`src/design/rtia_pkg.sv`:
```
package rtia_pkg;

  localparam int unsigned RateW = 4;
  localparam int unsigned IncW  = 21;
  localparam int unsigned FracW = 10;
  localparam int unsigned ReqW  = 32;
  localparam int unsigned CfgAddrW = 1;

  localparam logic [RateW-1:0] RateLo = 4'd1;
  localparam logic [RateW-1:0] RateHi = 4'd13;
  localparam logic [FracW:0]   PartsPerUnit = 11'd1000;

  localparam logic [RateW-1:0] MinRateRst = 4'd6;
  localparam logic [RateW-1:0] MaxRateRst = 4'd10;
  localparam logic [RateW-1:0] RateRst    = 4'd10;

  typedef enum logic [CfgAddrW-1:0] {
    CFG_MIN_RATE = 1'b0,
    CFG_MAX_RATE = 1'b1
  } cfg_addr_e;

  typedef struct packed {
    logic [IncW-1:0]  tick_increment;
    logic [IncW-1:0]  granted_increment;
    logic [RateW-1:0] rate_code;
    logic             rate_written;
  } result_t;

  // Whole part of the tick period, in 100 ns units
  function automatic logic [IncW-1:0] whole_of(input logic [RateW-1:0] rate);
    logic [IncW-1:0] w;
    case (rate)
      4'd1:    w = 21'd305;
      4'd2:    w = 21'd610;
      4'd3:    w = 21'd1220;
      4'd4:    w = 21'd2441;
      4'd5:    w = 21'd4882;
      4'd6:    w = 21'd9765;
      4'd7:    w = 21'd19531;
      4'd8:    w = 21'd39062;
      4'd9:    w = 21'd78125;
      4'd10:   w = 21'd156250;
      4'd11:   w = 21'd312500;
      4'd12:   w = 21'd625000;
      4'd13:   w = 21'd1250000;
      default: w = '0;
    endcase
    return w;
  endfunction

  // Remainder of the tick period, in thousandths of a 100 ns unit
  function automatic logic [FracW-1:0] frac_of(input logic [RateW-1:0] rate);
    logic [FracW-1:0] f;
    case (rate)
      4'd1:    f = 10'd175;
      4'd2:    f = 10'd351;
      4'd3:    f = 10'd703;
      4'd4:    f = 10'd406;
      4'd5:    f = 10'd812;
      4'd6:    f = 10'd625;
      4'd7:    f = 10'd250;
      4'd8:    f = 10'd500;
      default: f = '0;
    endcase
    return f;
  endfunction

  function automatic logic [RateW-1:0] clamp_rate(input logic [RateW-1:0] rate);
    logic [RateW-1:0] r;
    r = rate;
    if (rate < RateLo) r = RateLo;
    if (rate > RateHi) r = RateHi;
    return r;
  endfunction

endpackage

```
`src/design/rtia_rate_sel.sv`:
```
module rtia_rate_sel (
  input  logic [rtia_pkg::RateW-1:0] min_rate_i,
  input  logic [rtia_pkg::RateW-1:0] max_rate_i,
  input  logic [rtia_pkg::ReqW-1:0]  req_i,
  output logic [rtia_pkg::RateW-1:0] rate_o
);
  import rtia_pkg::*;

  logic [RateW-1:0] lo;
  logic [RateW-1:0] hi;

  assign lo = clamp_rate(min_rate_i);
  assign hi = clamp_rate(max_rate_i);

  // Periods grow with the rate, so the fitting rates above the minimum are contiguous:
  // keep the last one that still fits.
  always_comb begin
    rate_o = lo;
    for (int k = 1; k <= int'(RateHi); k++) begin
      if (RateW'(k) > lo && RateW'(k) <= hi &&
          {{(ReqW-IncW){1'b0}}, whole_of(RateW'(k))} <= req_i) begin
        rate_o = RateW'(k);
      end
    end
  end

endmodule

```
`src/design/rtia_tick_acc.sv`:
```
module rtia_tick_acc (
  input  logic                       clk_i,
  input  logic                       rst_ni,
  input  logic                       en_i,
  input  logic                       op_i,
  input  logic [rtia_pkg::ReqW-1:0]  req_i,
  input  logic [rtia_pkg::RateW-1:0] min_rate_i,
  input  logic [rtia_pkg::RateW-1:0] max_rate_i,
  output rtia_pkg::result_t          result_o
);
  import rtia_pkg::*;

  logic [RateW-1:0] cur_rate_q, cur_rate_d;
  logic [FracW-1:0] run_frac_q, run_frac_d;
  logic             pend_q, pend_d;
  logic [RateW-1:0] next_rate_q, next_rate_d;

  logic [RateW-1:0] sel_rate;
  logic [FracW:0]   frac_sum;
  logic             carry;

  rtia_rate_sel u_rate_sel (
    .min_rate_i (min_rate_i),
    .max_rate_i (max_rate_i),
    .req_i      (req_i),
    .rate_o     (sel_rate)
  );

  assign frac_sum = {1'b0, run_frac_q} + {1'b0, frac_of(cur_rate_q)};
  assign carry    = frac_sum >= PartsPerUnit;

  always_comb begin
    cur_rate_d  = cur_rate_q;
    run_frac_d  = run_frac_q;
    pend_d      = pend_q;
    next_rate_d = next_rate_q;
    result_o    = '0;
    if (op_i == 1'b0) begin
      result_o.tick_increment = whole_of(cur_rate_q) + {{(IncW-1){1'b0}}, carry};
      run_frac_d = carry ? FracW'(frac_sum - PartsPerUnit) : FracW'(frac_sum);
      // apply the pending rate after the tick has been accounted at the old one
      if (pend_q) begin
        cur_rate_d            = next_rate_q;
        pend_d                = 1'b0;
        result_o.rate_written = 1'b1;
      end
    end else begin
      next_rate_d                = sel_rate;
      pend_d                     = 1'b1;
      result_o.granted_increment = whole_of(sel_rate);
    end
    result_o.rate_code = cur_rate_d;
  end

  always_ff @(posedge clk_i or negedge rst_ni) begin
    if (!rst_ni) begin
      cur_rate_q  <= RateRst;
      run_frac_q  <= '0;
      pend_q      <= 1'b0;
      next_rate_q <= RateRst;
    end else if (en_i) begin
      cur_rate_q  <= cur_rate_d;
      run_frac_q  <= run_frac_d;
      pend_q      <= pend_d;
      next_rate_q <= next_rate_d;
    end
  end

endmodule

```
`src/design/rtc_tick_increment_accumulator.sv`:
```
// Channel | Handshake                  | Payload
// input   | in_valid_i / in_ready_o    | op_i, requested_increment_i
// output  | out_valid_o / out_ready_i  | tick_increment_o, granted_increment_o,
//         |                            | rate_code_o, rate_written_o
// config  | cfg_we_i                   | cfg_idx_i, cfg_data_i
//
// One item per cycle unless the output stalls; results pass stage one, then stage two.
// Stage one registers the item, stage two runs the period table lookup, the
// fraction add and the rate search, and updates the rate state.
// Reset clears both stages, restores rate 10 and rate limits 6 and 10.
// A stalled output holds its result; stage one keeps taking items while it can move up.
module rtc_tick_increment_accumulator (
  input  logic                          clk_i,
  input  logic                          rst_ni,
  input  logic                          in_valid_i,
  output logic                          in_ready_o,
  input  logic                          op_i,
  input  logic [31:0]                   requested_increment_i,
  output logic                          out_valid_o,
  input  logic                          out_ready_i,
  output logic [20:0]                   tick_increment_o,
  output logic [20:0]                   granted_increment_o,
  output logic [3:0]                    rate_code_o,
  output logic                          rate_written_o,
  input  logic                          cfg_we_i,
  input  logic [rtia_pkg::CfgAddrW-1:0] cfg_idx_i,
  input  logic [rtia_pkg::RateW-1:0]    cfg_data_i
);
  import rtia_pkg::*;

  logic [RateW-1:0] min_rate_q;
  logic [RateW-1:0] max_rate_q;

  logic             s1_valid_q;
  logic             s1_op_q;
  logic [ReqW-1:0]  s1_req_q;
  logic             s1_adv;

  logic             out_valid_q;
  result_t          out_q;
  result_t          res;

  assign s1_adv     = s1_valid_q && (!out_valid_q || out_ready_i);
  assign in_ready_o = !s1_valid_q || s1_adv;

  always_ff @(posedge clk_i or negedge rst_ni) begin
    if (!rst_ni) begin
      min_rate_q <= MinRateRst;
      max_rate_q <= MaxRateRst;
    end else if (cfg_we_i) begin
      case (cfg_addr_e'(cfg_idx_i))
        CFG_MIN_RATE: min_rate_q <= cfg_data_i;
        CFG_MAX_RATE: max_rate_q <= cfg_data_i;
        default: ;
      endcase
    end
  end

  always_ff @(posedge clk_i or negedge rst_ni) begin
    if (!rst_ni) begin
      s1_valid_q <= 1'b0;
    end else if (in_ready_o) begin
      s1_valid_q <= in_valid_i;
    end
  end

  always_ff @(posedge clk_i) begin
    if (in_valid_i && in_ready_o) begin
      s1_op_q  <= op_i;
      s1_req_q <= requested_increment_i;
    end
  end

  rtia_tick_acc u_tick_acc (
    .clk_i      (clk_i),
    .rst_ni     (rst_ni),
    .en_i       (s1_adv),
    .op_i       (s1_op_q),
    .req_i      (s1_req_q),
    .min_rate_i (min_rate_q),
    .max_rate_i (max_rate_q),
    .result_o   (res)
  );

  always_ff @(posedge clk_i or negedge rst_ni) begin
    if (!rst_ni) begin
      out_valid_q <= 1'b0;
    end else if (!out_valid_q || out_ready_i) begin
      out_valid_q <= s1_valid_q;
    end
  end

  always_ff @(posedge clk_i) begin
    if (s1_adv) begin
      out_q <= res;
    end
  end

  assign out_valid_o         = out_valid_q;
  assign tick_increment_o    = out_q.tick_increment;
  assign granted_increment_o = out_q.granted_increment;
  assign rate_code_o         = out_q.rate_code;
  assign rate_written_o      = out_q.rate_written;

endmodule

```
`config.mk`:
```
export PLATFORM = sky130hd
export DESIGN_NAME = rtc_tick_increment_accumulator
export DESIGN_NICKNAME = d
export VERILOG_FILES = /design/src/design/rtia_pkg.sv /design/src/design/rtia_rate_sel.sv /design/src/design/rtia_tick_acc.sv /design/src/design/rtc_tick_increment_accumulator.sv
export SDC_FILE = /design/constraint.sdc
export NUM_CORES = 1
export LEC_CHECK = 0
export BUFFER_PORTS_ARGS = -buffer_cell sky130_fd_sc_hd__buf_2
export CAP_MARGIN = 5
export CORE_UTILIZATION = 60
export DETAILED_ROUTE_END_ITERATION = 10
export PLACE_DENSITY_LB_ADDON = 0.1
export SYNTH_ARGS = -nofsm -noshare
export SYNTH_HDL_FRONTEND = slang
export SYNTH_SLANG_ARGS = --single-unit
```
`constraint.sdc`:
```
create_clock -name clk_i -period 8.9 [get_ports clk_i]
set_input_delay 0.89 -clock clk_i [delete_from_list [all_inputs] [get_ports clk_i]]
set_output_delay 0.89 -clock clk_i [all_outputs]
set_load 0.005 [all_outputs]
```
# Word level (Yosys, flattened, before mapping)

Memory sizes are Yosys's and may differ from the RTL's. A register that Yosys moved wholly into a read port is not among the register bits.
Index checks and enable logic that the tools add are counted.

Register bits: 88
Bits in latches: 0
Memory bits (writable): 0
Bits in read-only memories: 832
Word-level logic and storage cells: 125
Memories kept: 3

Memory list:

| memory          | depth | width | read ports | clocked after Yosys merged registers in | wr ports | line           | RTL |
|---|---|---|---|---|---|---|---|
| (no name shown) | 16    | 21    | 1          | 0                                       | 0        | rtia_pkg.sv:32 | `case (rate)` |
| (no name shown) | 16    | 21    | 1          | 1                                       | 0        | rtia_pkg.sv:32 |  |
| (no name shown) | 16    | 10    | 1          | 0                                       | 0        | rtia_pkg.sv:54 | `case (rate)` |

Add/subtract/negate cells: 3
$mul: 0
Div/mod/pow operators: 0
$lt $le $gt $ge: 44
Equality and inequality tests: 0
Shift operators: 0
Mux-type cells: 23
Bitwise operators: 2
Reductions and logical operators: 37

Operators with widths:

| kind                                                                              | number |
|---|---|
| 4-bit 2-to-1 mux                                                                  | 19 |
| 10-bit by 32-bit less-or-equal comparator with 1-bit output, first input constant | 1 |
| 11-bit by 32-bit less-or-equal comparator with 1-bit output, first input constant | 1 |
| 12-bit by 32-bit less-or-equal comparator with 1-bit output, first input constant | 1 |
| 13-bit by 32-bit less-or-equal comparator with 1-bit output, first input constant | 1 |
| 14-bit by 32-bit less-or-equal comparator with 1-bit output, first input constant | 1 |
| 15-bit by 32-bit less-or-equal comparator with 1-bit output, first input constant | 1 |
| 16-bit by 32-bit less-or-equal comparator with 1-bit output, first input constant | 1 |
| 17-bit by 32-bit less-or-equal comparator with 1-bit output, first input constant | 1 |
| 18-bit by 32-bit less-or-equal comparator with 1-bit output, first input constant | 1 |
| 19-bit by 32-bit less-or-equal comparator with 1-bit output, first input constant | 1 |
| 20-bit by 32-bit less-or-equal comparator with 1-bit output, first input constant | 1 |
| 21-bit by 32-bit less-or-equal comparator with 1-bit output, first input constant | 1 |
| 9-bit by 32-bit less-or-equal comparator with 1-bit output, first input constant  | 1 |
| 1-bit logical AND                                                                 | 28 |
| 4-bit > comparator, first input constant                                          | 6 |
| 4-bit less-or-equal comparator, first input constant                              | 6 |
| 21-bit by 1-bit adder with 21-bit output                                          | 1 |
| 21-bit 2-to-1 mux                                                                 | 1 |
| 3-bit by 4-bit > comparator with 1-bit output, first input constant               | 4 |
| 3-bit by 4-bit less-or-equal comparator with 1-bit output, first input constant   | 4 |
| 10-bit by 10-bit adder with 11-bit output                                         | 1 |
| 11-bit by 10-bit >= comparator with 1-bit output, second input constant           | 1 |
| 10-bit 2-to-1 mux                                                                 | 1 |
| 12 further kinds                                                                  | 24 |

# Depth between registers and ports, before layout

Gate-level depths: netlist (run 1).

Depth after elaboration: 19
Mapped depth: 21
Depth with buffers taken out: 20

# Hierarchy

A second synthesis (run 1) with hierarchy kept.

Cells, all modules: 695
Area, all modules: 7074.3 um^2

Modules (own cells, without submodules):

| module                         | times used | cells an instance | area each (um^2) |
|---|---|---|---|
| rtia_tick_acc                  | 1          | 379               | 2882.8 |
| rtc_tick_increment_accumulator | 1          | 106               | 2821.5 |
| rtia_rate_sel                  | 1          | 210               | 1370.1 |

# Worst setup path before layout (run 1)

No wires, ideal clock.

Path kind: reg-to-reg
From: register u_tick_acc.cur_rate_q[3]
To: register out_q, in the netlist tick_increment_o[8], data pin
Setup time: 0.266 ns
Arrival: 4.259 ns
Setup slack: 4.376 ns
Stages on the path, launching flop included: 21
Path buffers: 3
Path through: dfstp_2 clkbuf_1 buf_1 clkbuf_1 nor2_1 ha_1 fa_1 a21o_1 a21oi_1 o21ai_0 a211oi_1 nor2_1 xor2_1 a41o_1 ha_1 ha_1 nand2_1 nor3_1 nand2_1 xor2_1 nor2_1

Cells in the longest elaborated chain, start to end: 4
Elaborated cells between the ends (all ways): 6
Classes of those cells: add/sub: 2; order compare: 1; mux: 1; memory: 2

Ends and longest elaborated chain:

| item                                             | line                                 | RTL |
|---|---|---|
| start, declared                                  | rtia_tick_acc.sv:13                  | `logic [RateW-1:0] cur_rate_q, cur_rate_d;` |
| start signal, assigned                           | rtia_tick_acc.sv:57                  | `cur_rate_q <= RateRst;` |
| start signal, assigned                           | rtia_tick_acc.sv:62                  | `cur_rate_q <= cur_rate_d;` |
| memory read 16 x 10 bit                          | n/a                                  |  |
| 10-bit by 10-bit adder with 11-bit output        | rtia_tick_acc.sv:29                  | `assign frac_sum = {1'b0, run_frac_q} + {1'b0, frac_of(cur_rate_q)};` |
| 11-bit by 10-bit >= comparator with 1-bit output | rtia_tick_acc.sv:30                  | `assign carry = frac_sum >= PartsPerUnit;` |
| 21-bit by 1-bit adder with 21-bit output *       | rtia_tick_acc.sv:39                  | `result_o.tick_increment = whole_of(cur_rate_q) + {{(IncW-1){1'b0}}, carry};` |
| end signal, assigned                             | rtc_tick_increment_accumulator.sv:95 | `out_q <= res;` |
| end, declared                                    | rtc_tick_increment_accumulator.sv:40 | `result_t out_q;` |

Mark *: on every way between the ends. The rest lies on a longest branch, timed or not. The select of a mux whose other input is x is not followed.
A chain may end at the register's enable or synchronous reset.

# Worst setup path in the final report (run 1)

From: register u_tick_acc.cur_rate_q[2]
To: register out_q, in the netlist tick_increment_o[8], data pin

The elaborated chain is that of the path after synthesis.

==> results of run 1 <==
==> critical path, delay by kind of cell, from the launching register on <==
family	cells	cell delay [ns]
XOR/XNOR	2	0.37
adder cells (fa/ha/maj)	3	0.76
AO/OA/AOI/OAI	7	1.74
flip-flops	1	0.83
AND/OR/NAND/NOR	5	0.64
buffers and inverters	1	0.39
==> cell usage after synthesis (all sizes together), types with 4 or more instances <==
master,count
clkbuf,29
nand4b,4
o21a,7
nand3,14
o31a,5
edfxtp,80
o21ai,50
nor2,63
and2,9
o211a,4
nor3,24
nor3b,6
mux2,10
xnor2,5
a31oi,10
ha,23
dfstp,8
or3,7
o311ai,6
nor4b,4
nand2b,9
inv,22
o211ai,6
nor4,8
o2111ai,4
a21boi,7
xor2,9
a21oi,35
buf,11
nand2,95
nand4,11
dfrtp,21
o31ai,9
a211oi,12
nor2b,13
a21o,6
==> logic make-up (layout without fill, tap and decap cells) <==
group,after synthesis,after routing,share of synthesized area (%)
xor+xnor,14,14,1.824
buf+inv,63,133,3.872
fa+ha+maj,24,24,4.579
compound gates,184,184,18.62
simple gates,284,284,21.59
mux,14,14,2.829
flops,109,109,46.69
==> report_power, final <==
group	internal (W)	switching, W	total (W)
sequential	0.000668	0.0000941	0.000762
combinational	0.000462	0.000716	0.00118
clock	0.000203	0.000171	0.000374
total	0.00133	0.000981	0.00231
==> sequential cells by signal (all words and copies together), names as in the netlist, 4 cells and up <==
register                cells
rate_code_o                 4
max_rate_q                  4
s1_req_q                   32
u_tick_acc.next_rate_q      4
granted_increment_o        21
u_tick_acc.run_frac_q      10
u_tick_acc.cur_rate_q       4
min_rate_q                  4
tick_increment_o           21
==> worst paths after layout <==
check                      cells after the start  slack, ns                startpoint                        to
setup / recovery                              18       3.92  u_tick_acc.cur_rate_q[2]       tick_increment_o[8]
hold / removal                                 2       0.48         u_tick_acc.pend_q         u_tick_acc.pend_q
setup reg to reg                              18       3.92  u_tick_acc.cur_rate_q[2]       tick_increment_o[8]
hold reg to reg                                2       0.48         u_tick_acc.pend_q         u_tick_acc.pend_q
max in group asynchronous                      1       7.93                    rst_ni             max_rate_q[0]
min in group asynchronous                      1       0.53                    rst_ni  u_tick_acc.cur_rate_q[2]
==> layout make-up <==
class / count / share of cell area (%)
clock inverters: 4 / 1.138
clock buffers: 12 / 2.511
well taps: 140 / 2.344
inverters: 23 / 1.155
repair buffers: 94 / 6.395
flip-flops and latches: 109 / 41.99
multi-input cells: 520 / 44.47
==> metal layers <==
layer | share of wire, % | global-route usage, %
met3 | 7.2 | 4.540
met4 | 1.1 | 6.849
met5 | 0 | 0
met2 | 47 | 42.67
met1 | 45 | 40.09
==> through the flow <==
step / power (W) / utilization (%) / hold slack, ns
5_1_grt: 0.002478 / 68.64 / 0.5143
2_1_floorplan: 0.001633 / - / 0.4392
6_report: 0.002314 / 68.64 / 0.4809
3_3_place_gp: 0.001873 / 66.13 / 0.4546
4_1_cts: 0.002294 / 68.64 / 0.4808
3_5_place_dp: 0.001917 / 66.13 / 0.4554
==> key figures, run 1 <==
Run status
  • Status: complete, no violations

Synthesis
  • Top post-synthesis cells by area: edfxtp_1 36%, dfrtp_1 7.8%, nand2_1 5.3%, ha_1 4.3%, o21ai_0 3.6%
  • Largest area contributor in the synthesized netlist: edfxtp_1
  • Mapped cell area: 6721 um2
  • Seq/Total Area, Yosys: 46.69%
  • YS warnings: 0
  • Post-synth EDFFs: 80
  • Seq cells post-synth: 109
  • Area share of the largest cell type after synthesis: 35.74%
  • Top_reg_cell synth: edfxtp_1
  • Avg Cell Area, Syn: 9.713 um2
  • Async SR Flop Fraction: 26.61%
  • Post-Syn Nets: 759
  • Yosys cell types: 78
  • Synthesized instance count: 692

Final layout
  • Final cell count without fillers: 902
  • Final Cell Area: 7473 um2
  • Final nets: 824
  • Area growth, synth to finish: 11.19%
  • Fraction of layout cells with a size suffix above 1: 19.42%
  • Fillers: 852
  • Register area: 3138 um2
  • Ant diodes: 0
  • Multi-input logic area: 3323 um2
  • Commonest non-fill, non-tap cell in the layout: nand2_1
  • Commonest cells after routing, fill and taps aside: 95 x nand2_1, 91 x buf_2, 80 x edfxtp_1

Clock network
  • Htree depth: 3
  • CTS Buffer Depth: 2
  • Total clock sinks: 109
  • Post_cts resized: 0
  • TritonCTS Buffers: 9
  • Setup Buffers After CTS: 0
  • Clock latency on the worst-skew pair: 0.38 ns
  • Clock transition at the registers of the reported paths: 0.11 ns
  • Root Buffer: clkbuf_8
  • CTS tree: built
  • # hold bufs at CTS: 0

Route
  • Initial DRC count: 547
  • Final wirelength: 15440 um
  • Via-per-instance ratio: 6.320
  • Routed length per instance: 17.12 um
  • Drt drc: 0
  • Antenna Violating Nets Remaining: 0
  • DR vias: 5701
  • First-pass DRT Iterations: 5

STA
  • RSZ-0062 raised after global routing: no
  • Hold Vio Cnt, Final: 0
  • Finish-stage setup viols: 0
  • Worst Max-Slew Pin Slew: 0.7211 ns
  • Final worst path period share: 56.00%
  • Setup TNS Final: 0 ns
  • Fin crit period: 4.984 ns
  • Highest clock rate: 200.7 MHz
  • Setup slack after layout: 3.916 ns
  • Pins over their slew limit: 0
  • Worst Skew: 0.01403 ns
  • Slew HR: 51.93%

Placed design
  • Dpl hpwl: 11170 um
  • Placed cell areas: 7201 um2
  • Port bufs: 91
  • Placed cell count: 886
  • GP Congestion: 0.9470
  • Dpl ws: 4.066 ns

Critical path
  • Worst Setup Path Type: flop to flop
  • Slowest-stage cell, CP: dfrtp_1
  • Startpoint types: flop
  • Worst path max stage delay: 0.83 ns
  • Crit Path Max Fanout: 23
  • CP arrival: 5.11 ns
  • Cell seen most often among critical-path stages: ha_1
  • Worst setup EP type: flop
  • Worst path cell trace: inv_1, a21o_1, a21oi_1, ha_1, a21o_1, a21oi_1, o21ai_0, xnor2_1, a2111o_1, nor2_1, a41o_1, ha_1, ha_1, nand2_1, nor3_1, nand2_1, xor2_1, nor2_1
  • Data required, critical path: 9.03 ns

GRT
  • Number of global-route vias before repair: 5162
  • Largest net degree at the start of global routing: 57
  • GRT Resource Usage Total: 27.49%
  • Initial antenna violation count: 0
  • First-pass GRT wire length: 24940 um
  • Grt total ovfl: 0

Die
  • Initial Util: 61.73%
  • IO Count: 92
  • Die W: 107.8 um
  • Core footprint: 10890 um2
  • Row count: 38
  • Die ar.: 11630 um2
  • Die H: 107.8 um

Pwr
  • Worst vdd ir: 353.7 uV
  • Pwr/cell area: 309.7 nW/um2
  • Lkg Pwr: 2.947 nW

Run
  • Max-cap violations: 0

Hold path
  • Hold/Removal Path Class: flop to flop
Power figures use the tool's default switching activity.
==> run 2, diff against run 1 <==
- CORE_UTILIZATION: 60 -> 58
- clock period: 8.9 -> 4.89 ns (I/O delays scaled with it)
==> key figures, run 2 (synthesis results as in run 1) <==
Run status
  • Status: complete, no violations

Die
  • Core footprint: 11080 um2 (+1.7%)
  • Die W: 109.7 um (+1.7%)
  • Row count: 38 (unchanged)
  • Die H: 109.7 um (+1.7%)
  • IO Count: 92 (unchanged)
  • Initial Util: 60.67% (-1.1 points)
  • Die ar.: 12020 um2 (+3.4%)

Route
  • Initial DRC count: 502 (-8.2%)
  • Routed length per instance: 16.91 um (-1.2%)
  • Final wirelength: 15420 um (about the same)
  • Via-per-instance ratio: 6.200 (-1.9%)
  • Drt drc: 0 (unchanged)
  • DR vias: 5654 (-0.82%)
  • Antenna Violating Nets Remaining: 0 (unchanged)
  • First-pass DRT Iterations: 5 (unchanged)

Critical path
  • CP arrival: 4.71 ns (-0.40 ns)
  • FF-to-FF End: tick_increment_o[8]
  • Worst setup EP type: flop
  • R2R cell count: 18 (unchanged)
  • Worst path max stage delay: 0.60 ns (-0.23 ns)
  • Reg-to-Reg Start: u_tick_acc.cur_rate_q[1]
  • Data required, critical path: 5.00 ns (-4.03 ns)
  • Crit Path Max Fanout: 8 (-65%)
  • Crit path max-delay family: adder cells
  • Startpoint types: flop
  • Worst path cell trace: inv_1, ha_2, a21oi_1, fa_1, a21o_1, a21oi_2, o21ai_0, a211oi_1, nor2_1, xor2_2, a41o_1, ha_1, ha_1, nand2_1, nor3_1, nand2_1, xor2_1, nor2_1
  • Slowest-stage cell, CP: dfstp_2
  • Worst Setup Path Type: flop to flop
  • Reg2Reg Setup Slack: 0.29 ns (-3.63 ns)
  • Critical path buffers and inverters: 1 (unchanged)

Final layout
  • Ant diodes: 0 (unchanged)
  • Register area: 3138 um2 (unchanged)
  • Fraction of layout cells with a size suffix above 1: 20.85% (+1.4 points)
  • Number of flip-flops under the largest register name: 32 (unchanged)
  • Final nets: 834 (+1.2%)
  • Commonest cells after routing, fill and taps aside: 95 x nand2_1, 91 x buf_2, 80 x edfxtp_1
  • Final cell count without fillers: 912 (+1.1%)
  • Largest reg by FF count: s1_req_q
  • Final Util: 68.33% (-0.31 points)
  • Fillers: 884 (+3.8%)
  • Multi-input logic area: 3337 um2 (+0.41%)
  • Commonest non-fill, non-tap cell in the layout: nand2_1
  • Area growth, synth to finish: 12.62%

GRT
  • First-pass GRT wire length: 24710 um (-0.94%)
  • Largest net degree at the start of global routing: 57 (unchanged)
  • GRT Resource Usage Total: 26.99% (-0.49 points)
  • Number of global-route vias before repair: 5145 (-0.33%)
  • Grt total ovfl: 0 (unchanged)
  • Initial antenna violation count: 0 (unchanged)

STA
  • Hold Vio Cnt, Final: 0 (unchanged)
  • Worst Skew: 0.01099 ns (-0.003040 ns)
  • Finish-stage setup viols: 0 (unchanged)
  • Slew HR: 53.50% (+1.6 points)
  • WHS: 0.1586 ns (-0.3223 ns)
  • Worst Max-Slew Pin Slew: 0.6950 ns (-0.02610 ns)
  • Fin crit period: 4.603 ns (-0.3803 ns)
  • Final worst path period share: 94.14% (+38 points)
  • Setup TNS Final: 0 ns (unchanged)
  • Highest clock rate: 217.2 MHz (+8.3%)
  • Setup slack after layout: 0.2866 ns (-3.630 ns)
  • Pins over their slew limit: 0 (unchanged)

Run
  • Max-cap violations: 0 (unchanged)

Pwr
  • Pwr/cell area: 566.3 nW/um2 (+83%)
  • Worst vdd ir: 642.9 uV (+82%)
  • Lkg Pwr: 3.002 nW (+1.9%)

Hold path
  • Hold/Removal Path Class: input pin to async pin

Clock network
  • # hold bufs at CTS: 0 (unchanged)
  • Total clock sinks: 109 (unchanged)
  • Setup Buffers After CTS: 0 (unchanged)
  • TritonCTS Buffers: 9 (unchanged)
  • Clock latency on the worst-skew pair: 0.36 ns (-0.02 ns)
  • CTS Buffer Depth: 2 (unchanged)
  • Clock transition at the registers of the reported paths: 0.07 ns (-0.04 ns)
  • CTS tree: built
  • Root Buffer: clkbuf_16
  • Htree depth: 3 (unchanged)

Placed design
  • Placed cell count: 896 (+1.1%)
  • Dpl ws: 0.2065 ns (-3.859 ns)
  • Dpl hpwl: 11270 um (+0.90%)
  • Port bufs: 91 (unchanged)
  • GP Congestion: 0.9759 (+3.1%)
==> run 2: cell types whose count changed in the layout (fill, tap and decap cells not counted), moves of 2 or more <==
cell       change
clkbuf_8      -10
buf_4         +10
inv_6          +3
clkbuf_16      +7
bufinv_16      -2
==> run 2: repair_timing <==
item                                   CTS  global route
setup endpoints to repair                0             6
gates resized for setup                  0             3
endpoints found under the hold margin    0             0
==> run 2: layout make-up <==
class | instances | area share (%)
Multi-Input combinational cell | 520 | 44.08
Sequential cell | 109 | 41.45
Timing Repair Buffer | 104 | 7.306
Clock buffer | 9 | 2.975
Tap cell | 140 | 2.314
Inverter | 23 | 1.140
Clock inverter | 7 | 0.7273
==> run 2: power by group <==
group | leakage (nW) | internal, W | switching [W]
logic | 1.74 | 0.000886 | 0.00135
clock network | 0.141 | 0.000352 | 0.000342
registers | 1.12 | 0.00122 | 0.000142
==> run 2: routing by layer <==
layer | track usage [%] | wire length [um]
met2 | 42.45 | 7276
met1 | 37.67 | 6840
met5 | 0 | 0
met3 | 4.683 | 1111
met4 | 9.714 | 196
==> run 2: stage by stage <==
stage	power, W	instance area, um2
2_1_floorplan	0.002973	6721
3_3_place_gp	0.003453	7276
3_5_place_dp	0.003505	7276
4_1_cts	0.004224	7556
5_1_grt	0.004603	7570
6_report	0.004287	7570
==> run 2: worst register-to-register path, stage by stage, from the launching register on <==
cell and delay, ns:
dfstp_2 0.60, inv_1 0.15, ha_2 0.45, a21oi_1 0.13, fa_1 0.46, a21o_1 0.19
a21oi_2 0.20, o21ai_0 0.16, a211oi_1 0.37, nor2_1 0.14, xor2_2 0.23, a41o_1 0.26
ha_1 0.25, ha_1 0.23, nand2_1 0.11, nor3_1 0.15, nand2_1 0.09, xor2_1 0.13
nor2_1 0.05
==> run 2: worst max-delay path by stage <==
| stage | depth (start not counted) | end | startpoint | slack [ns] |
|---|---|---|---|---|
| final | 18 | tick_increment_o[8] | u_tick_acc.cur_rate_q[1] | 0.29 |
| after CTS | 18 | tick_increment_o[8] | u_tick_acc.cur_rate_q[1] | 0.19 |
| after detailed placement | 18 | tick_increment_o[8] | u_tick_acc.cur_rate_q[1] | 0.21 |
| after floorplan | 20 | tick_increment_o[8] | u_tick_acc.cur_rate_q[3] | 0.37 |
| after global placement | 18 | tick_increment_o[8] | u_tick_acc.cur_rate_q[1] | 0.42 |
| after global routing | 18 | tick_increment_o[8] | u_tick_acc.cur_rate_q[1] | -0.02 |
==> run 3, diff against run 2 <==
- PLACE_DENSITY: not set -> 0.8
- PLACE_DENSITY_LB_ADDON: 0.1 -> not set
- clock period: 4.89 -> 5.1 ns (I/O delays scaled with it)
==> key figures, run 3 (synthesis results as in run 1) <==
Critical path
  • Slowest-stage cell, CP: dfstp_2
  • Worst path cell trace: inv_1, ha_2, a21oi_1, fa_1, a21o_1, a21oi_1, o21ai_0, a2111o_1, nor2_1, a41o_2, ha_1, ha_1, nand2_1, nor3_1, nand2_1, xor2_1, nor2_1
  • Critical path buffers and inverters: 1 (unchanged)
  • Data required, critical path: 5.18 ns (+0.18 ns)
  • Startpoint types: flop
  • CP arrival: 4.73 ns (+0.02 ns)
  • Worst path max stage delay: 0.60 ns (about the same)
  • CP startpoint: u_tick_acc.cur_rate_q[1]
  • R2R cell count: 17 (-1)
  • FF-to-FF End: tick_increment_o[8]
  • Reg2Reg Setup Slack: 0.45 ns (+0.16 ns)
  • Crit path max-delay family: compound AO/OA/AOI/OAI gates
  • Worst setup EP type: flop
  • Crit Path Max Fanout: 8 (unchanged)
  • Worst Setup Path Type: flop to flop
  • Reg-to-Reg Start: u_tick_acc.cur_rate_q[1]

STA
  • Finish-stage setup viols: 0 (unchanged)
  • Pins over their slew limit: 0 (unchanged)
  • Hold Vio Cnt, Final: 0 (unchanged)
  • Slew HR: 55.63% (+2.1 points)
  • Worst Max-Slew Pin Slew: 0.6655 ns (-0.02946 ns)
  • Final worst path period share: 91.16% (-3.0 points)
  • Worst Skew: 0.007318 ns (-0.003673 ns)
  • Highest clock rate: 215.1 MHz (-0.98%)
  • Setup TNS Final: 0 ns (unchanged)
  • Fin crit period: 4.649 ns (+0.04578 ns)
  • RSZ-0062 raised after global routing: no

Final layout
  • Area growth, synth to finish: 12.08%
  • Final nets: 827 (-0.84%)
  • Commonest cells after routing, fill and taps aside: 95 x nand2_1, 91 x buf_2, 80 x edfxtp_1
  • Register area: 3138 um2 (unchanged)
  • Number of flip-flops under the largest register name: 32 (unchanged)
  • Multi-input logic area: 3339 um2 (about the same)
  • Final Util: 68.00% (-0.33 points)
  • Largest reg by FF count: s1_req_q
  • Commonest non-fill, non-tap cell in the layout: nand2_1
  • Ant diodes: 0 (unchanged)
  • Fillers: 852 (-3.6%)
  • Fraction of layout cells with a size suffix above 1: 20.26% (-0.59 points)

Pwr
  • Pwr/cell area: 540.7 nW/um2 (-4.5%)
  • Worst vdd ir: 458.2 uV (-29%)
  • Lkg Pwr: 2.969 nW (-1.1%)

Clock network
  • Clock latency on the worst-skew pair: 0.34 ns (-0.02 ns)
  • # hold bufs at CTS: 0 (unchanged)
  • Total clock sinks: 109 (unchanged)
  • CTS tree: built
  • Clock transition at the registers of the reported paths: 0.07 ns (about the same)
  • Htree depth: 3 (unchanged)
  • Root Buffer: clkbuf_16
  • TritonCTS Buffers: 9 (unchanged)
  • CTS Buffer Depth: 2 (unchanged)

Die
  • Die W: 109.7 um (unchanged)
  • Die ar.: 12020 um2 (unchanged)
  • Initial Util: 60.67% (unchanged)
  • Row count: 38 (unchanged)
  • Core footprint: 11080 um2 (unchanged)
  • IO Count: 92 (unchanged)
  • Die H: 109.7 um (unchanged)

GRT
  • Largest net degree at the start of global routing: 57 (unchanged)
  • Number of global-route vias before repair: 5176 (+0.60%)
  • GRT Resource Usage Total: 26.83% (-0.17 points)
  • First-pass GRT wire length: 24960 um (+1.0%)
  • Initial antenna violation count: 0 (unchanged)
  • Grt total ovfl: 0 (unchanged)

Hold path
  • Hold/Removal Path Class: input pin to async pin

Route
  • Antenna Violating Nets Remaining: 0 (unchanged)
  • First-pass DRT Iterations: 5 (unchanged)
  • Routed length per instance: 17.05 um (+0.81%)
  • Via-per-instance ratio: 6.238 (+0.61%)
  • Drt drc: 0 (unchanged)
  • Initial DRC count: 553 (+10%)
  • DR vias: 5645 (-0.16%)
  • Final wirelength: 15430 um (about the same)

Placed design
  • Dpl hpwl: 11410 um (+1.3%)
  • GP Congestion: 0.9319 (-4.5%)
  • Port bufs: 91 (unchanged)

Run
  • Max-cap violations: 0 (unchanged)

Run status
  • Status: complete, no violations
run 3: cell types whose count changed in the layout (fill, tap and decap cells not counted), sizes merged:
cell      before  now
inv           27   25
clkinvlp       0    1
buf          104   97
clkbuf         9   10
run 3: where the power goes:
group	internal, W	switching, W	total, W
registers	0.00117	0.000142	0.00131
logic	0.000831	0.00126	0.00209
clock network	0.000364	0.000312	0.000676
total	0.00236	0.00171	0.00407
run 3: how the worst max path moves through the flow:
| stage | to | slack [ns] | depth (start not counted) |
|---|---|---|---|
| floorplan | tick_increment_o[8] | 0.58 | 20 |
| global placement | tick_increment_o[8] | 0.47 | 18 |
| detailed placement | tick_increment_o[8] | 0.28 | 18 |
| CTS | tick_increment_o[8] | 0.26 | 18 |
| global route | tick_increment_o[8] | 0.09 | 18 |
| finish | tick_increment_o[8] | 0.45 | 17 |
run 3: per-layer routing:
metal	vias up	track usage [%]	part of all wire, %
li1	2711	-	-
met1	2645	39.48	47
met2	260	39.80	44
met3	29	4.683	7.0
met4	0	9.714	2.2
met5	-	0	0
run 3: stage by stage:
step / instance area [um2] / total power (W) / setup slack, ns / hold WS [ns] / instances
detailed placement: 7223 / 0.003343 / 0.2819 / 0.4692 / 889
global placement: 7223 / 0.003298 / 0.4735 / 0.4534 / 889
CTS: 7517 / 0.004025 / 0.2582 / 0.2077 / 905
finish: 7533 / 0.004073 / 0.4509 / 0.1975 / 905
global route: 7533 / 0.004401 / 0.08893 / 0.2472 / 905
floorplan: 6721 / 0.002850 / 0.5755 / 0.2144 / 692
run 3: cell type report:
class / count / share of cell area, %
multi-input combinational: 520 / 44.33
sequential: 109 / 41.65
timing repair buffer: 97 / 6.643
clock buffer: 10 / 3.322
tap: 140 / 2.325
inverter: 23 / 1.146
clock inverter: 6 / 0.5813
run 3: what timing repair did:
action | CTS | global route
endpoints found under the setup margin | 0 | 5
setup buffers | 0 | 0
endpoints found under the hold margin | 0 | 0
resized for setup | 0 | 4
